[src/design/fqs_pkg.sv]
// Shared types and constants for the searchable FIFO queue.
package fqs_pkg;

  localparam int DATA_W = 32;
  localparam int POS_W  = 4;
  localparam int OCC_W  = 5;

  typedef enum logic [1:0] {
    KIND_ENQ  = 2'd0,
    KIND_DEQ  = 2'd1,
    KIND_SRCH = 2'd2,
    KIND_NOP  = 2'd3
  } fqs_kind_t;

  typedef enum logic [1:0] {
    STAT_OK       = 2'd0,
    STAT_EMPTY    = 2'd1,
    STAT_FULL     = 2'd2,
    STAT_NOTFOUND = 2'd3
  } fqs_status_t;

  typedef enum logic [1:0] {
    S_IDLE,
    S_DEQ,
    S_SRCH,
    S_DONE
  } fqs_state_t;

endpackage

[src/design/fifo_queue_with_search.sv]
// Top level of the searchable FIFO queue of signed 32-bit values.
//
// Usage:
//   Input channel (in_valid / in_stall, in_kind, in_value) carries one
//   request per transfer: enqueue, dequeue, search, or a no-op code.
//   Result channel (out_valid / out_stall, out_status, out_data_out,
//   out_position, out_occupancy) returns exactly one result per request,
//   in request order.
//   Requests are handled one at a time. Entries live in a ring buffer
//   memory with registered read data. An enqueue, a no-op or any failed
//   request goes from idle straight to the done state; a dequeue passes
//   through a dequeue state for its one memory read, and a search passes
//   through a scan state, which reads one stored entry per cycle from the
//   oldest and stops at the first match or at the newest entry.
//   An output register parts the two sides: a new request is taken while
//   the previous result still waits; if the receiver stalls, the next
//   result is held internally and no further request is taken.
//   Reset (rst_n low, synchronous) empties the queue and drops any pending
//   result; the memory is not cleared, as only written entries are read.
module fifo_queue_with_search #(
  parameter int DEPTH = 16
) (
  input  logic                              clk,
  input  logic                              rst_n,
  input  logic                              in_valid,
  output logic                              in_stall,
  input  logic [1:0]                        in_kind,
  input  logic signed [fqs_pkg::DATA_W-1:0] in_value,
  output logic                              out_valid,
  input  logic                              out_stall,
  output logic [1:0]                        out_status,
  output logic signed [fqs_pkg::DATA_W-1:0] out_data_out,
  output logic [fqs_pkg::POS_W-1:0]         out_position,
  output logic [fqs_pkg::OCC_W-1:0]         out_occupancy
);
  import fqs_pkg::*;

  localparam int AW = $clog2(DEPTH);
  localparam int CW = $clog2(DEPTH + 1);

  // Control state
  fqs_state_t state_r, state_nxt;
  logic [AW-1:0] head_r, head_nxt;
  logic [AW-1:0] tail_r, tail_nxt;
  logic [CW-1:0] count_r, count_nxt;
  logic          out_valid_r;

  // Search scan state and pending result (payload, no reset)
  logic signed [DATA_W-1:0] key_r;
  logic [AW-1:0]            scan_idx_r;
  logic [AW-1:0]            scan_k_r;
  fqs_status_t              res_status_r;
  logic signed [DATA_W-1:0] res_data_r;
  logic [POS_W-1:0]         res_pos_r;
  logic [OCC_W-1:0]         res_occ_r;
  fqs_status_t              out_status_r;
  logic signed [DATA_W-1:0] out_data_r;
  logic [POS_W-1:0]         out_pos_r;
  logic [OCC_W-1:0]         out_occ_r;

  // Memory port signals
  logic                     wr_en;
  logic                     rd_en;
  logic [AW-1:0]            rd_addr;
  logic signed [DATA_W-1:0] rd_data;

  logic       accept;
  logic       load_out;
  fqs_kind_t  kind_in;
  logic       is_empty;
  logic       is_full;
  logic       match;
  logic       last;
  logic [POS_W+AW-1:0] pos_ext;
  logic [OCC_W+CW-1:0] occ_ext;

  function automatic logic [AW-1:0] ring_next(input logic [AW-1:0] idx);
    return (idx == AW'(DEPTH - 1)) ? '0 : idx + AW'(1);
  endfunction

  assign kind_in  = fqs_kind_t'(in_kind);
  assign accept   = in_valid && !in_stall;
  assign is_empty = (count_r == '0);
  assign is_full  = (count_r == CW'(DEPTH));
  // Read data in the scan state belongs to position scan_k_r
  assign match    = (rd_data == key_r);
  assign last     = (CW'(scan_k_r) == count_r - CW'(1));
  assign pos_ext  = {{POS_W{1'b0}}, scan_k_r};
  assign occ_ext  = {{OCC_W{1'b0}}, count_nxt};

  fqs_store #(
    .DEPTH (DEPTH),
    .AW    (AW)
  ) u_store (
    .clk     (clk),
    .wr_en   (wr_en),
    .wr_addr (tail_r),
    .wr_data (in_value),
    .rd_en   (rd_en),
    .rd_addr (rd_addr),
    .rd_data (rd_data)
  );

  // Pointer and occupancy update, all taken at the input transfer
  always_comb begin
    head_nxt  = head_r;
    tail_nxt  = tail_r;
    count_nxt = count_r;
    if (accept) begin
      unique case (kind_in)
        KIND_ENQ: begin
          if (!is_full) begin
            tail_nxt  = ring_next(tail_r);
            count_nxt = count_r + CW'(1);
          end
        end
        KIND_DEQ: begin
          if (!is_empty) begin
            head_nxt  = ring_next(head_r);
            count_nxt = count_r - CW'(1);
          end
        end
        KIND_SRCH, KIND_NOP: begin
        end
      endcase
    end
  end

  // Next state
  always_comb begin
    state_nxt = state_r;
    unique case (state_r)
      S_IDLE: begin
        if (in_valid) begin
          if (kind_in == KIND_DEQ && !is_empty) begin
            state_nxt = S_DEQ;
          end else if (kind_in == KIND_SRCH && !is_empty) begin
            state_nxt = S_SRCH;
          end else begin
            state_nxt = S_DONE;
          end
        end
      end
      S_DEQ: state_nxt = S_DONE;
      S_SRCH: begin
        if (match || last) begin
          state_nxt = S_DONE;
        end
      end
      S_DONE: begin
        if (load_out) begin
          state_nxt = S_IDLE;
        end
      end
    endcase
  end

  // State outputs: memory accesses, input stall, result hand-off
  always_comb begin
    in_stall = 1'b1;
    wr_en    = 1'b0;
    rd_en    = 1'b0;
    rd_addr  = head_r;
    load_out = 1'b0;
    unique case (state_r)
      S_IDLE: begin
        in_stall = 1'b0;
        if (in_valid) begin
          // Start the oldest-entry read for dequeue and search
          rd_en = (kind_in == KIND_DEQ || kind_in == KIND_SRCH) && !is_empty;
          wr_en = (kind_in == KIND_ENQ) && !is_full;
        end
      end
      S_DEQ: begin
      end
      S_SRCH: begin
        // Fetch the next entry unless this one ends the scan
        if (!match && !last) begin
          rd_en   = 1'b1;
          rd_addr = scan_idx_r;
        end
      end
      S_DONE: load_out = !out_valid_r || !out_stall;
    endcase
  end

  // Control registers
  always_ff @(posedge clk) begin
    if (!rst_n) begin
      state_r     <= S_IDLE;
      head_r      <= '0;
      tail_r      <= '0;
      count_r     <= '0;
      out_valid_r <= 1'b0;
    end else begin
      state_r <= state_nxt;
      head_r  <= head_nxt;
      tail_r  <= tail_nxt;
      count_r <= count_nxt;
      if (load_out) begin
        out_valid_r <= 1'b1;
      end else if (!out_stall) begin
        out_valid_r <= 1'b0;
      end
    end
  end

  // Result assembly and output register
  always_ff @(posedge clk) begin
    if (accept) begin
      res_data_r <= '0;
      res_pos_r  <= '0;
      res_occ_r  <= occ_ext[OCC_W-1:0];
      key_r      <= in_value;
      scan_idx_r <= ring_next(head_r);
      scan_k_r   <= '0;
      unique case (kind_in)
        KIND_ENQ:  res_status_r <= is_full ? STAT_FULL : STAT_OK;
        KIND_DEQ:  res_status_r <= is_empty ? STAT_EMPTY : STAT_OK;
        KIND_SRCH: res_status_r <= is_empty ? STAT_EMPTY : STAT_OK;
        KIND_NOP:  res_status_r <= STAT_OK;
      endcase
    end
    if (state_r == S_DEQ) begin
      res_data_r <= rd_data;
    end
    if (state_r == S_SRCH) begin
      if (match) begin
        res_status_r <= STAT_OK;
        res_pos_r    <= pos_ext[POS_W-1:0];
      end else if (last) begin
        res_status_r <= STAT_NOTFOUND;
      end else begin
        // Advance the scan by one entry
        scan_idx_r <= ring_next(scan_idx_r);
        scan_k_r   <= scan_k_r + AW'(1);
      end
    end
    if (load_out) begin
      out_status_r <= res_status_r;
      out_data_r   <= res_data_r;
      out_pos_r    <= res_pos_r;
      out_occ_r    <= res_occ_r;
    end
  end

  assign out_valid     = out_valid_r;
  assign out_status    = out_status_r;
  assign out_data_out  = out_data_r;
  assign out_position  = out_pos_r;
  assign out_occupancy = out_occ_r;

  // Empty and full both mean the ring pointers meet
  a_ptr_meet: assert property (@(posedge clk) disable iff (!rst_n)
    (count_r == '0 || count_r == CW'(DEPTH)) |-> (head_r == tail_r))
    else $error("head and tail differ at empty or full");

  a_count_bound: assert property (@(posedge clk) disable iff (!rst_n)
    count_r <= CW'(DEPTH))
    else $error("occupancy beyond depth");

  // Scan never walks past the entries held
  a_scan_bound: assert property (@(posedge clk) disable iff (!rst_n)
    (state_r == S_SRCH) |-> (CW'(scan_k_r) < count_r))
    else $error("search scan past occupancy");

  // A result enters the output register only from the done state
  a_out_src: assert property (@(posedge clk) disable iff (!rst_n)
    $rose(out_valid_r) |-> $past(state_r == S_DONE))
    else $error("result loaded outside done state");

  // Queue pointers move only on an input transfer
  a_ptr_hold: assert property (@(posedge clk) disable iff (!rst_n)
    !accept |=> ($stable(head_r) && $stable(tail_r) && $stable(count_r)))
    else $error("queue state changed without a transfer");

endmodule

[src/design/fqs_store.sv]
// Entry store: one write port, one read port, registered read data.
module fqs_store #(
  parameter int DEPTH = 16,
  parameter int AW    = 4
) (
  input  logic                              clk,
  input  logic                              wr_en,
  input  logic [AW-1:0]                     wr_addr,
  input  logic signed [fqs_pkg::DATA_W-1:0] wr_data,
  input  logic                              rd_en,
  input  logic [AW-1:0]                     rd_addr,
  output logic signed [fqs_pkg::DATA_W-1:0] rd_data
);
  import fqs_pkg::*;

  logic signed [DATA_W-1:0] mem_r [DEPTH];
  logic signed [DATA_W-1:0] rd_data_r;

  always_ff @(posedge clk) begin
    if (wr_en) begin
      mem_r[wr_addr] <= wr_data;
    end
  end

  always_ff @(posedge clk) begin
    if (rd_en) begin
      rd_data_r <= mem_r[rd_addr];
    end
  end

  assign rd_data = rd_data_r;

endmodule
[config.mk]
export PLATFORM = sky130hd
export DESIGN_NAME = fifo_queue_with_search
export DESIGN_NICKNAME = d
export VERILOG_FILES = /design/src/design/fqs_pkg.sv /design/src/design/fifo_queue_with_search.sv /design/src/design/fqs_store.sv
export SDC_FILE = /design/constraint.sdc
export NUM_CORES = 1
export LEC_CHECK = 0
export ABC_AREA = 1
export BUFFER_PORTS_ARGS = -buffer_cell sky130_fd_sc_hd__buf_2
export CORE_AREA = 3 3 234 236
export CTS_CLUSTER_DIAMETER = 80
export DETAILED_ROUTE_END_ITERATION = 7
export DIE_AREA = 0 0 237 239
export HOLD_SLACK_MARGIN = 0.08
export PLACE_DENSITY = 0.71
export SKIP_LAST_GASP = 1
export SYNTH_ARGS = -nofsm -noshare
export SYNTH_HDL_FRONTEND = slang
export SYNTH_SLANG_ARGS = --single-unit
[constraint.sdc]
create_clock -name clk -period 5.3 [get_ports clk]
set_clock_uncertainty 0.05 [all_clocks]
set_input_delay 0.265 -clock clk [delete_from_list [all_inputs] [get_ports clk]]
set_output_delay 0.265 -clock clk [all_outputs]
set_load 0.005 [all_outputs]
* After elaboration in Yosys (flattened, before gate mapping)
Memory sizes are Yosys's and may differ from the RTL's. A register that Yosys moved wholly into a read port is not among the register bits.
Index checks and enable logic that the tools add are counted.
** Cells by class
- Shifts and indexed selects :: 0
- Reductions and logical operators :: 23
- Muxes and demuxes :: 46
- Divide/modulo/power cells :: 0
- $mul :: 0
- Bitwise gates (word level) :: 2
- Add/sub/neg operators :: 6
- Equal/unequal tests :: 16
- $lt $le $gt $ge :: 0
** Operator list (number)
- 32-bit two-way mux :: 2
- 4-bit two-way mux :: 16
- 32-bit equality test :: 1
- 2-bit two-way mux :: 9
- 4-bit by 1-bit adder with 4-bit output (second input constant) :: 4
- 5-bit two-way mux :: 3
- 4-bit equality test (second input constant) :: 3
- 1-bit two-way mux :: 12
- 5-bit one-hot mux with 2 select lines :: 1
- 3-bit AND reduction :: 3
- 2-bit equality test (second input constant) :: 4
- 2-bit one-hot mux with 4 select lines :: 1
- 1-bit logical AND :: 6
- 1-bit zero test :: 6
- 2-bit != test (second input constant) :: 3
- 2-bit one-hot mux with 3 select lines :: 1
- 5-bit by 1-bit adder with 5-bit output (second input constant) :: 1
- 4-bit by 5-bit equality test with 1-bit output :: 1
- 5-bit equality test (second input constant) :: 1
- 5-bit zero test :: 1
- 5-bit by 1-bit subtractor with 5-bit output (second input constant) :: 1
- 2-bit by 1-bit equality test with 1-bit output (second input constant) :: 2
- 2-bit zero test :: 2
- 1-bit logical OR :: 3
- 5 further kinds :: 6
** Word-level totals
- Word-level logic and storage cells :: 110
- Memory bits (writable) :: 512
- Output and inout port bits :: 45
- ROM bits :: 0
- Latch bits :: 0
- Register bits after elaboration :: 142
- Memories kept :: 1
** Memory list
- u_store.mem_r :: words 16, bits a word 32, read ports 1, clocked after memory_dff 1, wr ports 1, line fqs_store.sv:16 : logic signed [DATA_W-1:0] mem_r [DEPTH];

* Depth between registers and ports, before layout
- Depth after elaboration :: 7
- Gate-level depth with buffers :: 20

* Hierarchy
A second synthesis with hierarchy kept.
** Unflattened totals
- Cells, all modules :: 2678
- Area total of the unflattened synthesis :: 29071.6 um2
** Modules (own cells, without submodules)
- fqs_store :: area each 23050.9 um2, instances 1, cells each 2120, seq. area each 16335.7 um2
- fifo_queue_with_search :: area each 6020.8 um2, instances 1, cells each 558, seq. area each 3963.8 um2

* Worst setup path after synthesis
No wires, ideal clock.
- Kind :: reg2reg
- From :: register state_r[0]
- To :: register u_store.rd_data_r[0] (netlist: u_store.rd_data[0]), read port of u_store.mem_r (enable)
- Clock period less this slack :: 3322 ps
- Stages on the path, launching flop included :: 8
- Arrival time :: 2883 ps
- Setup time :: 389 ps
- Path buffers :: 1
- Path slack :: 1978 ps
- Cell sequence :: dfxtp_1 -> inv_1 -> ha_1 -> nand2_1 -> inv_1 -> clkbuf_1 -> nand3_1 -> nand2_1
** Between the ends
- Longest elaborated chain between the ends :: 2
- Elaborated cells between the ends (all ways) :: 4
- Classes of those cells :: eq/ne (1); mux (2); reduce/logical (1)
** Ends and longest elaborated chain
- from (decl) :: line fifo_queue_with_search.sv:42 : fqs_state_t state_r, state_nxt;
- from (signal assigned) :: line fifo_queue_with_search.sv:196 : state_r <= state_nxt;
- 2-bit equality test or 2-bit zero test (tied branches) :: line fifo_queue_with_search.sv:165 : unique case (state_r)
- 1-bit one-hot mux with 2 select lines * :: line fifo_queue_with_search.sv:165
- named net rd_en :: line fifo_queue_with_search.sv:63 : logic rd_en;
- to (decl) :: line fqs_store.sv:17 : logic signed [DATA_W-1:0] rd_data_r;
The timed path passes the listed nets; every way through them passes the cells marked *.
A chain may end at the register's enable or synchronous reset.

* Worst setup path after layout
- From :: register u_store.rd_data_r[27] (netlist: u_store.rd_data[27]), read port of u_store.mem_r
- To :: register u_store.rd_data_r[26] (netlist: u_store.rd_data[26]), read port of u_store.mem_r, data pin
** Between the ends
- Longest elaborated chain between the ends :: 5
- Elaborated cells between the ends (all ways) :: 7
- Classes of those cells :: eq/ne (1); mux (4); reduce/logical (2)
** Ends and longest elaborated chain
- 32-bit equality test * :: line fifo_queue_with_search.sv:86 : assign match = (rd_data == key_r);
- 1-bit zero test * :: line fifo_queue_with_search.sv:178 : if (!match && !last) begin
- 1-bit logical AND * :: line fifo_queue_with_search.sv:178
- 1-bit two-way mux or 4-bit two-way mux (tied branches) :: line fifo_queue_with_search.sv:178
- 1-bit one-hot mux with 2 select lines or 4-bit two-way mux (tied branches) :: line fifo_queue_with_search.sv:165
Mark *: on every way between the ends. The rest lies on a longest branch, timed or not.

==> Implementation_results.wiki <==
{| class="wikitable"
! Metric !! Value
|-
| Post-layout nets || 2692
|-
| Routability Congestion || 0.846
|-
| Total power after layout || 16.6 mW
|-
| Count of unique library cells instantiated by Yosys || 38
|-
| Total number of clock tree sinks || 686
|-
| Netlist area before placement || 28900 um^2
|-
| Final worst path period share || 77.0%
|-
| Number of instances in the synthesized netlist || 2550
|-
| Most used cells in the layout excluding fill and tap cells || 675 x sky130_fd_sc_hd__nand2_1, 656 x sky130_fd_sc_hd__edfxtp_1, 533 x sky130_fd_sc_hd__nand3_1
|-
| Final Core Density || 61.8%
|-
| Clock slew seen by the registers of the worst setup and hold paths || 0.06 ns
|-
| Hold path startpoint || in_kind[1]
|-
| Largest buffer count on any clock path || 3
|-
| Initial antenna violation count || 2
|-
| Number of CTS-inserted buffers || 69
|-
| Drt initial violations || 2538
|-
| Synth warnings || 0
|-
| Die span in x || 237 um
|-
| Endpoint class of the critical path || flop
|-
| First-pass GRT wire length || 110000 um
|-
| Vias per inst || 5.74
|-
| Vert. Die Dim || 239 um
|-
| Leakage component of the power || 12.9 nW
|-
| Critical path class || reg2reg
|-
| Clk Latency, worst-skew pair || 0.60 ns
|-
| Core area || 52700 um^2
|-
| Area growth from synthesis to final layout || 12.6%
|-
| Routed vias || 19400
|-
| Gr usage total || 25.4%
|-
| Setup fix buffers added after clock tree synthesis || 0
|-
| Average wire length per cell after detail routing || 21.3 um
|-
| Reg2reg start || u_store.rd_data[27]$_DFFE_PP_
|-
| Filler Cells Inserted || 3961
|-
| Max-Slew Margin vs Limit || 19.1%
|-
| Setup repair after global routing missed its margin || false
|-
| DRC || 0
|-
| Count of maximum capacitance violations || 0
|-
| Full die area || 56600 um^2
|-
| Number of iterations in the first detailed-routing pass || 5
|-
| Number of antenna-violating nets in the routed design || 0
|-
| I/O pin count || 83
|-
| Starting Density || 54.9%
|-
| Final wirelength || 71900 um
|-
| Total number of H-tree levels || 3
|-
| Mean area per synthesized cell || 11.3 um^2
|-
| Post-synthesis net count || 2606
|-
| Worst IR drop on VDD || 0.447 mV
|-
| Resized Gates After CTS || 0
|-
| Power per unit of standard cell area || 510 nW/um^2
|-
| Number of hold violations in the final report || 0
|-
| Number of setup violations in the final report || 0
|-
| Critical path startpoint || u_store.rd_data[27]$_DFFE_PP_
|-
| Final global-route overflow total || 0
|-
| Data required time at the worst endpoint || 5.58 ns
|-
| Final number of max-transition violations || 0
|-
| Type of the most critical hold path || in2reg
|-
| Final Critical Period || 4.08 ns
|-
| CTS tree || yes
|-
| Final HPWL DP || 37800 um
|-
| Clock Tree Root || sky130_fd_sc_hd__clkbuf_16
|-
| Count of hold buffers inserted by post-cts repair || 35
|-
| Via count of the first global-routing pass || 18900
|-
| Worst-margin pin slew || 1.21 ns
|-
| # port buffers || 82
|-
| Sum Neg Setup Slack || 0 ns
|-
| Length of routed wiring on met1 || 28300 um
|-
| Highest layer used for signal routing || met5
|-
| Nature of the critical path startpoint || flop
|-
| Result of the run || completed
|-
| Arrival time worst endpoint || 4.36 ns
|-
| Maximum fanout encountered on the critical timing path || 69
|-
| Detailed-routed wire length on met3 || 6600 um
|-
| FMAX || 245 MHz
|-
| Seq cells post-synth || 686
|-
| Ratio of cells with drive above 1 in the final layout || 9.20%
|-
| Sequential element share of the synthesized area || 70.2%
|-
| WL met2 || 34100 um
|-
| Largest net degree at the start of global routing || 216
|-
| Leading cell type in the layout, fill and taps excluded || sky130_fd_sc_hd__nand2_1
|-
| Placement row count || 84
|}
==> Yosys cell counts, drive strengths merged <==
cell | count | area (um^2)
xnor2 | 24 | 210
o22ai | 2 | 12.5
o311ai | 1 | 8.76
buf | 130 | 714
dfxtp | 30 | 601
o211ai | 5 | 37.5
nor3b | 1 | 7.51
a21oi | 18 | 90.1
a211oi | 1 | 7.51
ha | 18 | 225
nor4 | 1 | 6.26
nand4 | 2 | 18.8
xor2 | 4 | 35.0
clkinv | 1 | 5.00
nor3 | 3 | 15.0
edfxtp | 656 | 19700
o221ai | 3 | 26.3
nor2 | 39 | 146
a31oi | 2 | 12.5
nand3 | 535 | 2700
nand2 | 681 | 2570
or2 | 2 | 12.5
a211o | 1 | 8.76
nand3b | 64 | 480
o21ai | 28 | 148
inv | 289 | 1080
clkbuf | 9 | 33.8
==> critical path, cell delays in order (launching register included) <==
cell and delay (ns):
sky130_fd_sc_hd__edfxtp_1 0.43, sky130_fd_sc_hd__xnor2_1 0.40, sky130_fd_sc_hd__nand2_1 0.18, sky130_fd_sc_hd__nor2_1 0.16
sky130_fd_sc_hd__nand2_1 0.13, sky130_fd_sc_hd__nor2_1 0.26, sky130_fd_sc_hd__nand2_1 0.20, sky130_fd_sc_hd__nand3_4 0.26
sky130_fd_sc_hd__nand2_8 0.33, sky130_fd_sc_hd__nand2_8 0.53, sky130_fd_sc_hd__buf_4 0.34, sky130_fd_sc_hd__nand2_1 0.07
sky130_fd_sc_hd__nand3_1 0.08, sky130_fd_sc_hd__nand3_1 0.10, sky130_fd_sc_hd__nand3_1 0.14, sky130_fd_sc_hd__nand2_1 0.07
==> per-stage QoR <==
step,hold slack [ns],instances,worst slack (ns),cell area (um^2)
after floorplan,0.313,2550,1.98,28900
after global placement,0.351,3218,1.43,30000
after detailed placement,0.355,3218,1.37,30000
after CTS,0.137,3372,1.29,32500
after global routing,0.239,3373,1.05,32500
final,0.173,3373,1.22,32500
==> area by class of cell <==
class                   instances  area (um^2)  area share, %
clock inverters                37          302          0.926
inverters                     290         1090           3.35
clock buffers                  82         1860           5.72
diodes                          1         2.50        0.00769
multi-input cells            1435         6980           21.4
well taps                     688          861           2.64
flip-flops and latches        686        20300           62.4
repair buffers                154         1150           3.54
==> final timing paths <==
path	end	cells past startpoint	slack, ns
setup reg to reg	u_store.rd_data[26]$_DFFE_PP_	15	1.22
hold / removal	state_r[0]$_SDFFE_PN0P_	5	0.17
setup / recovery	u_store.rd_data[26]$_DFFE_PP_	15	1.22
hold reg to reg	out_data_out[1]$_DFFE_PP_	0	0.37
==> state kept, by name, summed over array words and instances (netlist names), 5 cells and up <==
signal and count:
u_store.mem_r 512, key_r 32, out_occupancy 5, res_data_r 32, res_occ_r 5, u_store.rd_data 32
out_data_out 32, count_r 5
==> logic make-up (layout without fill, tap and decap cells) <==
kind of cell / count (synthesis) / count (layout) / synth area share (%)
DFF: 686 / 686 / 70.2
other: 0 / 1 / 0
AOI/OAI and AO/OA: 61 / 61 / 1.22
xor gates and xnor gates: 28 / 28 / 0.848
buffers and inverters: 429 / 563 / 6.36
and+or+nand+nor: 1328 / 1328 / 20.6
adders and majority gates: 18 / 18 / 0.779
==> where the power goes <==
group | total, mW | internal, mW | switching [mW]
registers | 6.91 | 6.65 | 0.260
clock network | 4.70 | 2.74 | 1.96
logic | 5.00 | 1.42 | 3.58
total | 16.6 | 10.8 | 5.81
==> per-layer routing <==
metal	up-vias	track usage (%)
met4	2	11.8
li1	8836	-
met1	9314	34.4
met3	190	3.81
met2	1025	41.1
met5	-	0
No activity file was read; power rests on OpenSTA's default activity.
